[src/rtl/core/hbt_pkg.sv]
// hbt_pkg: shared types and constants of the hue blob tracker.
// Holds the register map, the configuration and result records.
// No dependencies; imported by every module of the block but hbt_queue.
package hbt_pkg;

    localparam int unsigned PIX_W      = 16;
    localparam int unsigned CFG_IDX_W  = 3;
    localparam int unsigned CFG_DATA_W = 21;
    localparam int unsigned AREA_W     = 21;
    localparam int unsigned SUM_W      = 30;
    localparam int unsigned TDATA_W    = 88;

    // register indexes
    localparam logic [CFG_IDX_W-1:0] CFG_HUE_MIN      = 3'd0;
    localparam logic [CFG_IDX_W-1:0] CFG_HUE_MAX      = 3'd1;
    localparam logic [CFG_IDX_W-1:0] CFG_MIN_SAT      = 3'd2;
    localparam logic [CFG_IDX_W-1:0] CFG_MIN_VAL      = 3'd3;
    localparam logic [CFG_IDX_W-1:0] CFG_AREA_MIN     = 3'd4;
    localparam logic [CFG_IDX_W-1:0] CFG_FRAME_WIDTH  = 3'd5;
    localparam logic [CFG_IDX_W-1:0] CFG_FRAME_HEIGHT = 3'd6;

    // register reset values
    localparam logic [7:0]  RST_HUE_MAX      = 8'd179;
    localparam logic [20:0] RST_AREA_MIN     = 21'd1;
    localparam logic [10:0] RST_FRAME_WIDTH  = 11'd320;
    localparam logic [10:0] RST_FRAME_HEIGHT = 11'd240;

    // colour conversion constants
    localparam logic [7:0] SAT_SCALE = 8'd255;
    localparam logic [7:0] HUE_SCALE = 8'd30;
    localparam logic [7:0] HUE_BASE_G = 8'd60;
    localparam logic [7:0] HUE_BASE_B = 8'd120;
    localparam logic [7:0] HUE_WRAP   = 8'd180;

    localparam logic [AREA_W-1:0] COUNT_CAP = '1;
    localparam logic [9:0]        CENTRE_CAP = '1;

    typedef struct packed {
        logic [7:0]  hue_min;
        logic [7:0]  hue_max;
        logic [7:0]  min_sat;
        logic [7:0]  min_val;
        logic [20:0] area_min;
        logic [10:0] frame_width;
        logic [10:0] frame_height;
    } cfg_t;

    typedef struct packed {
        logic                  we;
        logic [CFG_IDX_W-1:0]  idx;
        logic [CFG_DATA_W-1:0] data;
    } cfg_wr_t;

    typedef struct packed {
        logic        status;
        logic [9:0]  centroid_x;
        logic [9:0]  centroid_y;
        logic [10:0] box_left;
        logic [10:0] box_top;
        logic [9:0]  box_right;
        logic [9:0]  box_bottom;
        logic [20:0] area;
    } result_t;

endpackage

[src/rtl/core/hbt_queue.sv]
// hbt_queue: small FIFO of classified pixels between front and back.
// Depends on nothing but its parameters.
module hbt_queue #(
    parameter int unsigned W     = 24,
    parameter int unsigned DEPTH = 4
) (
    input  logic         aclk,
    input  logic         aresetn,
    input  logic         push,
    input  logic [W-1:0] push_data,
    output logic         full,
    input  logic         pop,
    output logic         valid,
    output logic [W-1:0] pop_data
);

    localparam int unsigned AW = (DEPTH > 1) ? $clog2(DEPTH) : 1;
    localparam int unsigned CNTW = $clog2(DEPTH + 1);

    logic [W-1:0]    mem [DEPTH];
    logic [AW-1:0]   wptr_reg;
    logic [AW-1:0]   rptr_reg;
    logic [CNTW-1:0] count_reg;

    assign full     = (count_reg == CNTW'(DEPTH));
    assign valid    = (count_reg != '0);
    assign pop_data = mem[rptr_reg];

    // store entries
    always_ff @(posedge aclk) begin
        if (push && !full) begin
            mem[wptr_reg] <= push_data;
        end
    end

    // advance pointers and fill level
    always_ff @(posedge aclk) begin
        if (!aresetn) begin
            wptr_reg  <= '0;
            rptr_reg  <= '0;
            count_reg <= '0;
        end else begin
            if (push && !full) begin
                wptr_reg <= (wptr_reg == AW'(DEPTH - 1)) ? '0 : wptr_reg + 1'b1;
            end
            if (pop && valid) begin
                rptr_reg <= (rptr_reg == AW'(DEPTH - 1)) ? '0 : rptr_reg + 1'b1;
            end
            count_reg <= count_reg + CNTW'(push && !full) - CNTW'(pop && valid);
        end
    end

endmodule

[src/rtl/core/hbt_front.sv]
// hbt_front: accepts RGB565 pixels, tracks raster position and classifies
// each pixel against the colour window. Uses hbt_pkg; feeds hbt_queue.
module hbt_front
    import hbt_pkg::*;
#(
    parameter int unsigned MAX_WIDTH  = 1024,
    parameter int unsigned MAX_HEIGHT = 1024
) (
    input  logic                            aclk,
    input  logic                            aresetn,
    input  cfg_t                            cfg,
    input  logic                            pix_valid,
    output logic                            pix_ready,
    input  logic [PIX_W-1:0]                pix_word,
    input  logic                            pix_last,
    input  logic                            q_full,
    output logic                            q_push,
    output logic [2+$clog2(MAX_WIDTH)+$clog2(MAX_HEIGHT)-1:0] q_data
);

    localparam int unsigned CW = $clog2(MAX_WIDTH);
    localparam int unsigned RW = $clog2(MAX_HEIGHT);
    localparam int unsigned EWC = (CW + 1 > 11) ? CW + 1 : 11;
    localparam int unsigned EWR = (RW + 1 > 11) ? RW + 1 : 11;

    localparam logic [1:0] ST_IDLE = 2'd0;
    localparam logic [1:0] ST_LOAD = 2'd1;
    localparam logic [1:0] ST_DIV  = 2'd2;
    localparam logic [1:0] ST_PUSH = 2'd3;

    logic [1:0]       state_reg, state_next;
    logic [PIX_W-1:0] pix_reg;
    logic             last_reg;
    logic [CW-1:0]    col_reg, x_reg;
    logic [RW-1:0]    row_reg, y_reg;
    logic [3:0]       step_reg;
    logic [15:0]      sn_reg, hn_reg;
    logic [7:0]       srem_reg, hrem_reg;
    logic [7:0]       sd_reg, hd_reg;
    logic             neg_reg, zero_reg;
    logic [7:0]       base_reg;

    logic [7:0]  r, g, b, hi, lo, delta, mag, base;
    logic [8:0]  diff;
    logic        neg;
    logic [8:0]  strial, htrial;
    logic [7:0]  sat, hue, hq;
    logic        hue_ok, match;
    logic [EWC-1:0] cinc;
    logic [EWR-1:0] rinc;

    // widen to 8-bit RGB, find max, min and the hue sector
    always_comb begin
        r = {pix_reg[15:11], 3'b000};
        g = {pix_reg[10:5], 2'b00};
        b = {pix_reg[4:0], 3'b000};
        hi = (r > g) ? ((r > b) ? r : b) : ((g > b) ? g : b);
        lo = (r < g) ? ((r < b) ? r : b) : ((g < b) ? g : b);
        delta = hi - lo;
        if (hi == r) begin
            diff = {1'b0, g} - {1'b0, b};
            base = '0;
        end else if (hi == g) begin
            diff = {1'b0, b} - {1'b0, r};
            base = HUE_BASE_G;
        end else begin
            diff = {1'b0, r} - {1'b0, g};
            base = HUE_BASE_B;
        end
        neg = diff[8];
        mag = neg ? 8'(-diff) : diff[7:0];
    end

    // one restoring step of both dividers
    assign strial = {srem_reg, sn_reg[15]};
    assign htrial = {hrem_reg, hn_reg[15]};

    // finish hue and test the colour window
    always_comb begin
        hq  = {3'b000, hn_reg[4:0]};
        sat = zero_reg ? '0 : sn_reg[7:0];
        if (zero_reg) begin
            hue = '0;
        end else if (!neg_reg) begin
            hue = base_reg + hq;
        end else if (base_reg >= hq) begin
            hue = base_reg - hq;
        end else begin
            hue = base_reg + HUE_WRAP - hq;
        end
        if (cfg.hue_min > cfg.hue_max) begin
            hue_ok = (hue >= cfg.hue_min) || (hue <= cfg.hue_max);
        end else begin
            hue_ok = (hue >= cfg.hue_min) && (hue <= cfg.hue_max);
        end
        match = (sat >= cfg.min_sat) && (sd_reg >= cfg.min_val) && hue_ok;
    end

    assign pix_ready = (state_reg == ST_IDLE);
    assign q_push    = (state_reg == ST_PUSH) && !q_full;
    assign q_data    = {match, last_reg, x_reg, y_reg};

    assign cinc = EWC'(col_reg) + 1'b1;
    assign rinc = EWR'(row_reg) + 1'b1;

    always_comb begin
        state_next = state_reg;
        unique case (state_reg)
            ST_IDLE: if (pix_valid) state_next = ST_LOAD;
            ST_LOAD: state_next = ST_DIV;
            ST_DIV:  if (step_reg == '1) state_next = ST_PUSH;
            ST_PUSH: if (!q_full) state_next = ST_IDLE;
            default: state_next = ST_IDLE;
        endcase
    end

    // control: state and raster position
    always_ff @(posedge aclk) begin
        if (!aresetn) begin
            state_reg <= ST_IDLE;
            col_reg   <= '0;
            row_reg   <= '0;
        end else begin
            state_reg <= state_next;
            if (pix_valid && pix_ready) begin
                if (pix_last) begin
                    col_reg <= '0;
                    row_reg <= '0;
                end else if (cinc >= EWC'(cfg.frame_width) || cinc >= EWC'(MAX_WIDTH)) begin
                    col_reg <= '0;
                    row_reg <= (rinc >= EWR'(MAX_HEIGHT)) ? '0 : RW'(rinc);
                end else begin
                    col_reg <= CW'(cinc);
                end
            end
        end
    end

    // datapath: capture, load and iterate the dividers
    always_ff @(posedge aclk) begin
        if (pix_valid && pix_ready) begin
            pix_reg  <= pix_word;
            last_reg <= pix_last;
            x_reg    <= col_reg;
            y_reg    <= row_reg;
        end
        if (state_reg == ST_LOAD) begin
            sn_reg   <= 16'(delta) * 16'(SAT_SCALE);
            hn_reg   <= 16'(mag) * 16'(HUE_SCALE);
            srem_reg <= '0;
            hrem_reg <= '0;
            sd_reg   <= hi;
            hd_reg   <= delta;
            neg_reg  <= neg;
            base_reg <= base;
            zero_reg <= (delta == '0);
            step_reg <= '0;
        end else if (state_reg == ST_DIV) begin
            step_reg <= step_reg + 1'b1;
            if (strial >= {1'b0, sd_reg}) begin
                srem_reg <= 8'(strial - {1'b0, sd_reg});
                sn_reg   <= {sn_reg[14:0], 1'b1};
            end else begin
                srem_reg <= strial[7:0];
                sn_reg   <= {sn_reg[14:0], 1'b0};
            end
            if (htrial >= {1'b0, hd_reg}) begin
                hrem_reg <= 8'(htrial - {1'b0, hd_reg});
                hn_reg   <= {hn_reg[14:0], 1'b1};
            end else begin
                hrem_reg <= htrial[7:0];
                hn_reg   <= {hn_reg[14:0], 1'b0};
            end
        end
    end

endmodule

[src/rtl/core/hbt_back.sv]
// hbt_back: accumulates matching pixels and, at the end of a frame, divides
// the coordinate sums into the centroid. Uses hbt_pkg; reads hbt_queue.
module hbt_back
    import hbt_pkg::*;
#(
    parameter int unsigned MAX_WIDTH  = 1024,
    parameter int unsigned MAX_HEIGHT = 1024
) (
    input  logic    aclk,
    input  logic    aresetn,
    input  cfg_t    cfg,
    input  cfg_wr_t cfg_wr,
    input  logic    q_valid,
    input  logic [2+$clog2(MAX_WIDTH)+$clog2(MAX_HEIGHT)-1:0] q_data,
    output logic    q_pop,
    output logic    res_valid,
    input  logic    res_ready,
    output result_t res
);

    localparam int unsigned CW = $clog2(MAX_WIDTH);
    localparam int unsigned RW = $clog2(MAX_HEIGHT);
    localparam int unsigned EWC = (CW > 11) ? CW : 11;
    localparam int unsigned EWR = (RW > 11) ? RW : 11;

    localparam logic [1:0] ST_ACC  = 2'd0;
    localparam logic [1:0] ST_DIV  = 2'd1;
    localparam logic [1:0] ST_DONE = 2'd2;

    logic [1:0]        state_reg;
    logic [SUM_W-1:0]  sumx_reg, sumy_reg, nx_reg, ny_reg;
    logic [AREA_W-1:0] cnt_reg, rx_reg, ry_reg;
    logic [10:0]       lcol_reg, lrow_reg;
    logic [CW-1:0]     gcol_reg;
    logic [RW-1:0]     grow_reg;
    logic [4:0]        step_reg;
    result_t           out_reg;
    logic              out_valid_reg;

    logic          q_match, q_last;
    logic [CW-1:0] q_x;
    logic [RW-1:0] q_y;
    logic [SUM_W:0]  sx, sy;
    logic [SUM_W-1:0] sx_sat, sy_sat;
    logic            add_en;
    logic [AREA_W:0] tx, ty;
    logic [9:0]      cx, cy;
    result_t         out_next;

    assign {q_match, q_last, q_x, q_y} = q_data;
    assign q_pop = q_valid && (state_reg == ST_ACC) && (!q_last || !out_valid_reg);
    assign res_valid = out_valid_reg;
    assign res = out_reg;

    assign sx = {1'b0, sumx_reg} + (SUM_W + 1)'(q_x);
    assign sy = {1'b0, sumy_reg} + (SUM_W + 1)'(q_y);
    assign sx_sat = sx[SUM_W] ? '1 : sx[SUM_W-1:0];
    assign sy_sat = sy[SUM_W] ? '1 : sy[SUM_W-1:0];
    assign add_en = q_pop && q_match && (cnt_reg != COUNT_CAP);
    assign tx = {rx_reg, nx_reg[SUM_W-1]};
    assign ty = {ry_reg, ny_reg[SUM_W-1]};
    assign cx = (cnt_reg == '0) ? '0 : ((|nx_reg[SUM_W-1:10]) ? CENTRE_CAP : nx_reg[9:0]);
    assign cy = (cnt_reg == '0) ? '0 : ((|ny_reg[SUM_W-1:10]) ? CENTRE_CAP : ny_reg[9:0]);

    // build the result word: all zero but the status when too small
    always_comb begin
        out_next = '0;
        if (cnt_reg < cfg.area_min) begin
            out_next.status = 1'b1;
        end else begin
            out_next.centroid_x = cx;
            out_next.centroid_y = cy;
            out_next.box_left   = lcol_reg;
            out_next.box_top    = lrow_reg;
            out_next.box_right  = 10'(gcol_reg);
            out_next.box_bottom = 10'(grow_reg);
            out_next.area       = cnt_reg;
        end
    end

    // control: frame state, sequencing and result handshake
    always_ff @(posedge aclk) begin
        if (!aresetn) begin
            state_reg     <= ST_ACC;
            out_valid_reg <= 1'b0;
            sumx_reg      <= '0;
            sumy_reg      <= '0;
            cnt_reg       <= '0;
            lcol_reg      <= RST_FRAME_WIDTH;
            lrow_reg      <= RST_FRAME_HEIGHT;
            gcol_reg      <= '0;
            grow_reg      <= '0;
        end else begin
            if (out_valid_reg && res_ready) begin
                out_valid_reg <= 1'b0;
            end
            unique case (state_reg)
                ST_ACC: begin
                    if (q_pop) begin
                        if (q_match) begin
                            if (cnt_reg != COUNT_CAP) begin
                                cnt_reg  <= cnt_reg + 1'b1;
                                sumx_reg <= sx_sat;
                                sumy_reg <= sy_sat;
                            end
                            if (EWC'(q_x) < EWC'(lcol_reg)) lcol_reg <= 11'(q_x);
                            if (EWR'(q_y) < EWR'(lrow_reg)) lrow_reg <= 11'(q_y);
                            if (q_x > gcol_reg) gcol_reg <= q_x;
                            if (q_y > grow_reg) grow_reg <= q_y;
                        end
                        if (q_last) state_reg <= ST_DIV;
                    end
                    // reload the box start while nothing has matched
                    if (cfg_wr.we && cnt_reg == '0) begin
                        if (cfg_wr.idx == CFG_FRAME_WIDTH)  lcol_reg <= cfg_wr.data[10:0];
                        if (cfg_wr.idx == CFG_FRAME_HEIGHT) lrow_reg <= cfg_wr.data[10:0];
                    end
                end
                ST_DIV: begin
                    if (step_reg == 5'(SUM_W - 1)) state_reg <= ST_DONE;
                end
                ST_DONE: begin
                    out_valid_reg <= 1'b1;
                    state_reg     <= ST_ACC;
                    sumx_reg      <= '0;
                    sumy_reg      <= '0;
                    cnt_reg       <= '0;
                    lcol_reg      <= cfg.frame_width;
                    lrow_reg      <= cfg.frame_height;
                    gcol_reg      <= '0;
                    grow_reg      <= '0;
                end
                default: state_reg <= ST_ACC;
            endcase
        end
    end

    // datapath: centroid dividers and result register
    always_ff @(posedge aclk) begin
        if (state_reg == ST_ACC) begin
            // take the sums including the word popped this cycle
            nx_reg   <= add_en ? sx_sat : sumx_reg;
            ny_reg   <= add_en ? sy_sat : sumy_reg;
            rx_reg   <= '0;
            ry_reg   <= '0;
            step_reg <= '0;
        end else if (state_reg == ST_DIV) begin
            step_reg <= step_reg + 1'b1;
            if (tx >= {1'b0, cnt_reg}) begin
                rx_reg <= AREA_W'(tx - {1'b0, cnt_reg});
                nx_reg <= {nx_reg[SUM_W-2:0], 1'b1};
            end else begin
                rx_reg <= tx[AREA_W-1:0];
                nx_reg <= {nx_reg[SUM_W-2:0], 1'b0};
            end
            if (ty >= {1'b0, cnt_reg}) begin
                ry_reg <= AREA_W'(ty - {1'b0, cnt_reg});
                ny_reg <= {ny_reg[SUM_W-2:0], 1'b1};
            end else begin
                ry_reg <= ty[AREA_W-1:0];
                ny_reg <= {ny_reg[SUM_W-2:0], 1'b0};
            end
        end
        if (state_reg == ST_DONE) begin
            out_reg <= out_next;
        end
    end

    // no pixel is taken while the centroid is being divided
    a_no_pop_in_div: assert property (@(posedge aclk) disable iff (!aresetn)
        (state_reg != ST_ACC) |-> !q_pop)
        else $error("pixel taken during centroid division");

    // a finished frame publishes a result and leaves clear accumulators
    a_done_clears: assert property (@(posedge aclk) disable iff (!aresetn)
        (state_reg == ST_DONE) |=> (out_valid_reg && cnt_reg == '0 && sumx_reg == '0))
        else $error("frame end did not clear accumulators");

    // sums only grow together with the count
    a_sums_follow_count: assert property (@(posedge aclk) disable iff (!aresetn)
        (cnt_reg == '0) |-> (sumx_reg == '0 && sumy_reg == '0))
        else $error("coordinate sum without matching pixels");

    // a last pixel never overtakes an unread result
    a_result_held: assert property (@(posedge aclk) disable iff (!aresetn)
        (q_pop && q_last) |-> !out_valid_reg)
        else $error("frame closed while a result is still pending");

endmodule

[src/rtl/core/hue_blob_tracker_unit.sv]
// hue_blob_tracker_unit: colour blob centroid and bounding box tracker.
// Uses hbt_pkg, hbt_front, hbt_queue and hbt_back.
//
// Usage:
//   Pixels enter on the s_ stream in raster order, one RGB565 word per item;
//   s_tlast marks the final pixel of a frame. The cfg_ port writes the
//   colour window, minimum area and frame size between frames.
//   One result per frame leaves on the m_ stream: m_tuser is the status
//   (0 found, 1 not found) and m_tdata the centroid, box and area.
// Pacing: the front takes a new pixel only after the previous one has been
//   captured, loaded into its saturation and hue dividers (one bit per cycle
//   over 16 steps) and pushed into the queue, so it can stall on a full queue.
// Result: once the back takes the last pixel from the four-entry queue, the
//   centroid dividers run 30 steps, then a publish state sets the result valid.
// Stall: a waiting result sits in the output register; the back keeps
//   accumulating the next frame and holds only its last pixel until the
//   result is taken, and the queue then fills and stops the front.
// Reset: registers return to their defaults and accumulators clear at once;
//   the block accepts pixels in the first cycle after reset.
module hue_blob_tracker_unit
    import hbt_pkg::*;
#(
    parameter int unsigned MAX_WIDTH  = 1024,
    parameter int unsigned MAX_HEIGHT = 1024
) (
    input  logic                  aclk,
    input  logic                  aresetn,
    input  logic                  cfg_we,
    input  logic [CFG_IDX_W-1:0]  cfg_addr,
    input  logic [CFG_DATA_W-1:0] cfg_wdata,
    input  logic                  s_tvalid,
    output logic                  s_tready,
    input  logic [PIX_W-1:0]      s_tdata,   // [15:0] pixel_word
    input  logic                  s_tlast,   // last_pixel
    output logic                  m_tvalid,
    input  logic                  m_tready,
    // [9:0] centroid_x, [19:10] centroid_y, [30:20] box_left, [41:31] box_top,
    // [51:42] box_right, [61:52] box_bottom, [82:62] area, [87:83] zero
    output logic [TDATA_W-1:0]    m_tdata,
    output logic                  m_tuser    // status
);

    localparam int unsigned QW = 2 + $clog2(MAX_WIDTH) + $clog2(MAX_HEIGHT);

    cfg_t    cfg_reg;
    cfg_wr_t cfg_wr;
    result_t res;
    logic          q_push, q_full, q_pop, q_valid;
    logic [QW-1:0] q_in, q_out;

    assign cfg_wr = '{we: cfg_we, idx: cfg_addr, data: cfg_wdata};

    // register file
    always_ff @(posedge aclk) begin
        if (!aresetn) begin
            cfg_reg.hue_min      <= '0;
            cfg_reg.hue_max      <= RST_HUE_MAX;
            cfg_reg.min_sat      <= '0;
            cfg_reg.min_val      <= '0;
            cfg_reg.area_min     <= RST_AREA_MIN;
            cfg_reg.frame_width  <= RST_FRAME_WIDTH;
            cfg_reg.frame_height <= RST_FRAME_HEIGHT;
        end else if (cfg_we) begin
            unique case (cfg_addr)
                CFG_HUE_MIN:      cfg_reg.hue_min      <= cfg_wdata[7:0];
                CFG_HUE_MAX:      cfg_reg.hue_max      <= cfg_wdata[7:0];
                CFG_MIN_SAT:      cfg_reg.min_sat      <= cfg_wdata[7:0];
                CFG_MIN_VAL:      cfg_reg.min_val      <= cfg_wdata[7:0];
                CFG_AREA_MIN:     cfg_reg.area_min     <= cfg_wdata[20:0];
                CFG_FRAME_WIDTH:  cfg_reg.frame_width  <= cfg_wdata[10:0];
                CFG_FRAME_HEIGHT: cfg_reg.frame_height <= cfg_wdata[10:0];
                default: ;
            endcase
        end
    end

    hbt_front #(
        .MAX_WIDTH (MAX_WIDTH),
        .MAX_HEIGHT(MAX_HEIGHT)
    ) u_front (
        .aclk     (aclk),
        .aresetn  (aresetn),
        .cfg      (cfg_reg),
        .pix_valid(s_tvalid),
        .pix_ready(s_tready),
        .pix_word (s_tdata),
        .pix_last (s_tlast),
        .q_full   (q_full),
        .q_push   (q_push),
        .q_data   (q_in)
    );

    hbt_queue #(
        .W    (QW),
        .DEPTH(4)
    ) u_queue (
        .aclk     (aclk),
        .aresetn  (aresetn),
        .push     (q_push),
        .push_data(q_in),
        .full     (q_full),
        .pop      (q_pop),
        .valid    (q_valid),
        .pop_data (q_out)
    );

    hbt_back #(
        .MAX_WIDTH (MAX_WIDTH),
        .MAX_HEIGHT(MAX_HEIGHT)
    ) u_back (
        .aclk     (aclk),
        .aresetn  (aresetn),
        .cfg      (cfg_reg),
        .cfg_wr   (cfg_wr),
        .q_valid  (q_valid),
        .q_data   (q_out),
        .q_pop    (q_pop),
        .res_valid(m_tvalid),
        .res_ready(m_tready),
        .res      (res)
    );

    // pack the result word
    assign m_tuser = res.status;
    assign m_tdata = {5'b0, res.area, res.box_bottom, res.box_right, res.box_top,
                      res.box_left, res.centroid_y, res.centroid_x};

endmodule

[config.mk]
export PLATFORM = sky130hd
export DESIGN_NAME = hue_blob_tracker_unit
export DESIGN_NICKNAME = d
export VERILOG_FILES = /design/src/rtl/core/hbt_pkg.sv /design/src/rtl/core/hbt_queue.sv /design/src/rtl/core/hbt_front.sv /design/src/rtl/core/hbt_back.sv /design/src/rtl/core/hue_blob_tracker_unit.sv
export SDC_FILE = /design/constraint.sdc
export NUM_CORES = 2
export LEC_CHECK = 0
export BUFFER_PORTS_ARGS = -buffer_cell sky130_fd_sc_hd__buf_2
export CAP_MARGIN = 30
export CELL_PAD_IN_SITES_DETAIL_PLACEMENT = 0
export CELL_PAD_IN_SITES_GLOBAL_PLACEMENT = 2
export CORE_MARGIN = 5
export CORE_UTILIZATION = 37
export DETAILED_ROUTE_END_ITERATION = 6
export PLACE_DENSITY = 0.75
export SLEW_MARGIN = 20
export SYNTH_ARGS = -nofsm -noshare
export SYNTH_HDL_FRONTEND = slang
export SYNTH_SLANG_ARGS = --single-unit
[constraint.sdc]
create_clock -name aclk -period 7.4 [get_ports aclk]
set_input_delay 0.37 -clock aclk [delete_from_list [all_inputs] [get_ports aclk]]
set_output_delay 0.37 -clock aclk [all_outputs]
set_load 0.005 [all_outputs]
==> results.sh <==
export IMPL_die_w_um=319
export IMPL_largest_reg_flops=88
export IMPL_finalSetupViolCount=0
export IMPL_crit_required_ns=7.78
export IMPL_place_congestion=0.852
export IMPL_syn_cell_area_um2=35400
export IMPL_viasPerCell=5.25
export IMPL_ys_seq_area_share_pct=43.7
export IMPL_diodes=0
export IMPL_dp_hpwl_mm=72.6
export IMPL_num_vias=27700
export IMPL_path_max_fanout=5
export IMPL_drcViolationCount=0
export IMPL_antenna_found_initial=2
export IMPL_arrival_ns=7.44
export IMPL_postSynthAreaPerCell_um2=9.47
export IMPL_htree_num_levels=3
export IMPL_postPlaceCellArea_um2=38000
export IMPL_final_common_cell="nand2_1"
export IMPL_placement_rows=113
export IMPL_synthCells=3741
export IMPL_ys_warn_count=0
export IMPL_outcome="finished, final reports clean"
export IMPL_hp_class="primary input to flip-flop"
export IMPL_slew_headroom_pct=36.9
export IMPL_drtIter0Drc=1879
export IMPL_synth_edf_count=314
export IMPL_pin_count=137
export IMPL_numCtsBuffers=75
export IMPL_async_flop_share_pct=0
export IMPL_cts_root_buf="clkbuf_16"
export IMPL_grt_ovfl_total=0
export IMPL_tightest_slew_ns=0.942
export IMPL_min_period_ns=7.06
export IMPL_synth_top_area_share_pct=26.6
export IMPL_drive_above_1_share_pct=12.5
export IMPL_use_met1_pct=28.4
export IMPL_worst_path_most_repeated_cell="fa_1"
export IMPL_grt_total_usage_pct=19.6
export IMPL_cp_top_family="adder cells"
export IMPL_most_common_layout_cells="nand2_1 (370), edfxtp_1 (314), inv_1 (302)"
export IMPL_drv_cap=0
export IMPL_dr_pass1_iters=5
export IMPL_end_kind="flip-flop"
export IMPL_core_area_um2=95000
export IMPL_fmax_mhz=142
export IMPL_yosysTopAreaCell="edfxtp_1"
export IMPL_synth_seq_cells=617
export IMPL_nets=4306
export IMPL_synth_distinct_cells=93
export IMPL_cts_clk_slew_worst_paths_ns=0.06
export IMPL_cts_tree="done"
export IMPL_rsz0062_at_grt="true"
export IMPL_initial_core_util_pct=37.3
export IMPL_portBuffers=131
export IMPL_path_class="flip-flop to flip-flop"
export IMPL_wire_per_inst_um=19.4
export IMPL_ant_nets=0
export IMPL_fin_worst_skew_ns=0.0255
export IMPL_dp_slack_ns=0.00698
export IMPL_grt_max_degree=70
export IMPL_grt_pass1_vias=27300
export IMPL_met3_usage_pct=2.83
export IMPL_design_area_um2=41100
export IMPL_finalHoldViolations=0
export IMPL_ys_top_cells_by_area="edfxtp_1 (27%), dfxtp_1 (17%), ha_1 (10%)"
export IMPL_critPathBufInv=6
export IMPL_grt_use_met2_pct=31.2
export IMPL_dieArea_um2=102000
export IMPL_setup_slack_ns=0.344
export IMPL_post_route_period_util_pct=95.3
export IMPL_top_usage_layer="met2"
export IMPL_fillers=9438
export IMPL_cts_buffer_depth=3
export IMPL_critPathLaunchType="flip-flop"
export IMPL_synth_main_ff_cell="edfxtp_1"
export IMPL_syn2layout_area_growth_pct=16.1
export IMPL_cts_sinks=617
export IMPL_grt_pass1_wl_mm=160
export IMPL_slowest_delay_ns=0.51
export IMPL_clkLatencyLatePin_ns=0.65
export IMPL_drv_slew=0
export IMPL_die_h_um=319
export IMPL_finalWirelength_mm=102
export IMPL_crit_path_top_delay_cell="fa_1"
-- synth_stat cells (30+ instances only) --
master    count
a211oi_1     34
a21o_1       76
a21oi_1     290
and3_1       39
clkbuf_1    143
dfxtp_1     303
edfxtp_1    314
fa_1         34
ha_1        287
inv_1       311
mux2i_1      76
nand2_1     373
nand2b_1     36
nand3_1      87
nand4_1      30
nor2_1      301
nor2b_1      45
nor3_1       78
o211ai_1     53
o21a_1       39
o21ai_0     248
xnor2_1      86
xor2_1       47
-- worst reg2reg max path: cells and delay by family, from the launching register on --
kind / cells / cell delay [ns]
xor gates and xnor gates: 3 / 0.45
and+or+nand+nor: 2 / 0.19
muxes: 1 / 0.26
buffers and inverters: 6 / 0.50
adders and majority gates: 8 / 2.81
AOI/OAI and AO/OA: 12 / 2.24
DFF: 1 / 0.38
-- logic make-up after synthesis --
| logic type | count (synthesis) | share of synthesized area (%) |
|---|---|---|
| adder cells (fa/ha/maj) | 323 | 12.1 |
| XOR/XNOR | 137 | 3.49 |
| AO/OA/AOI/OAI | 979 | 17.4 |
| buffers and inverters | 485 | 5.21 |
| other | 1 | 0.0106 |
| flip-flops | 617 | 43.7 |
| AND/OR/NAND/NOR | 1085 | 14.0 |
| multiplexers | 114 | 4.08 |
-- area by class of cell --
type	instances	area [um2]	area share (%)
Timing Repair Buffer	287	1940	4.73
Multi-Input combinational cell	2643	18400	44.7
Sequential cell	617	15500	37.7
Clock inverter	47	510	1.24
Tap cell	1265	1580	3.85
Inverter	315	1190	2.89
Clock buffer	93	2030	4.93
-- routing by layer --
metal,vias up,wire [um]
met4,0,2250
li1,13800,-
met5,-,0
met2,516,45500
met3,134,4230
met1,13200,50200
-- stage by stage --
stage | instances | utilization [%] | setup TNS [ns] | hold slack, ns
final | 5267 | 43.3 | 0 | 0.0614
after floorplan | 3745 | - | 0 | 0.429
after global routing | 5267 | 43.3 | -0.0590 | 0.0409
after global placement | 5084 | 40.0 | 0 | 0.441
after detailed placement | 5088 | 40.0 | 0 | 0.448
after CTS | 5256 | 43.0 | 0 | 0.0158
-- final timing paths --
check                     startpoint            endpoint  slack [ns]  cells after the start
hold reg to reg          cfg_reg[29]         cfg_reg[29]        0.45                      2
setup reg to reg  u_front.pix_reg[0]  u_front.sn_reg[15]        0.34                     32
setup / recovery  u_front.pix_reg[0]  u_front.sn_reg[15]        0.34                     32
hold / removal          cfg_wdata[9]         cfg_reg[20]        0.06                      3
-- repair_timing --
item,in CTS,in global routing
pin swaps,0,29
setup buffers,0,7
endpoints found under the setup margin,1,5
hold buffers,28,0
gates resized for setup,3,37
hold endpoints to repair,29,0
Power is not shown: default switching activity piles up to over one toggle a cycle in this logic, so the estimate is an artifact.
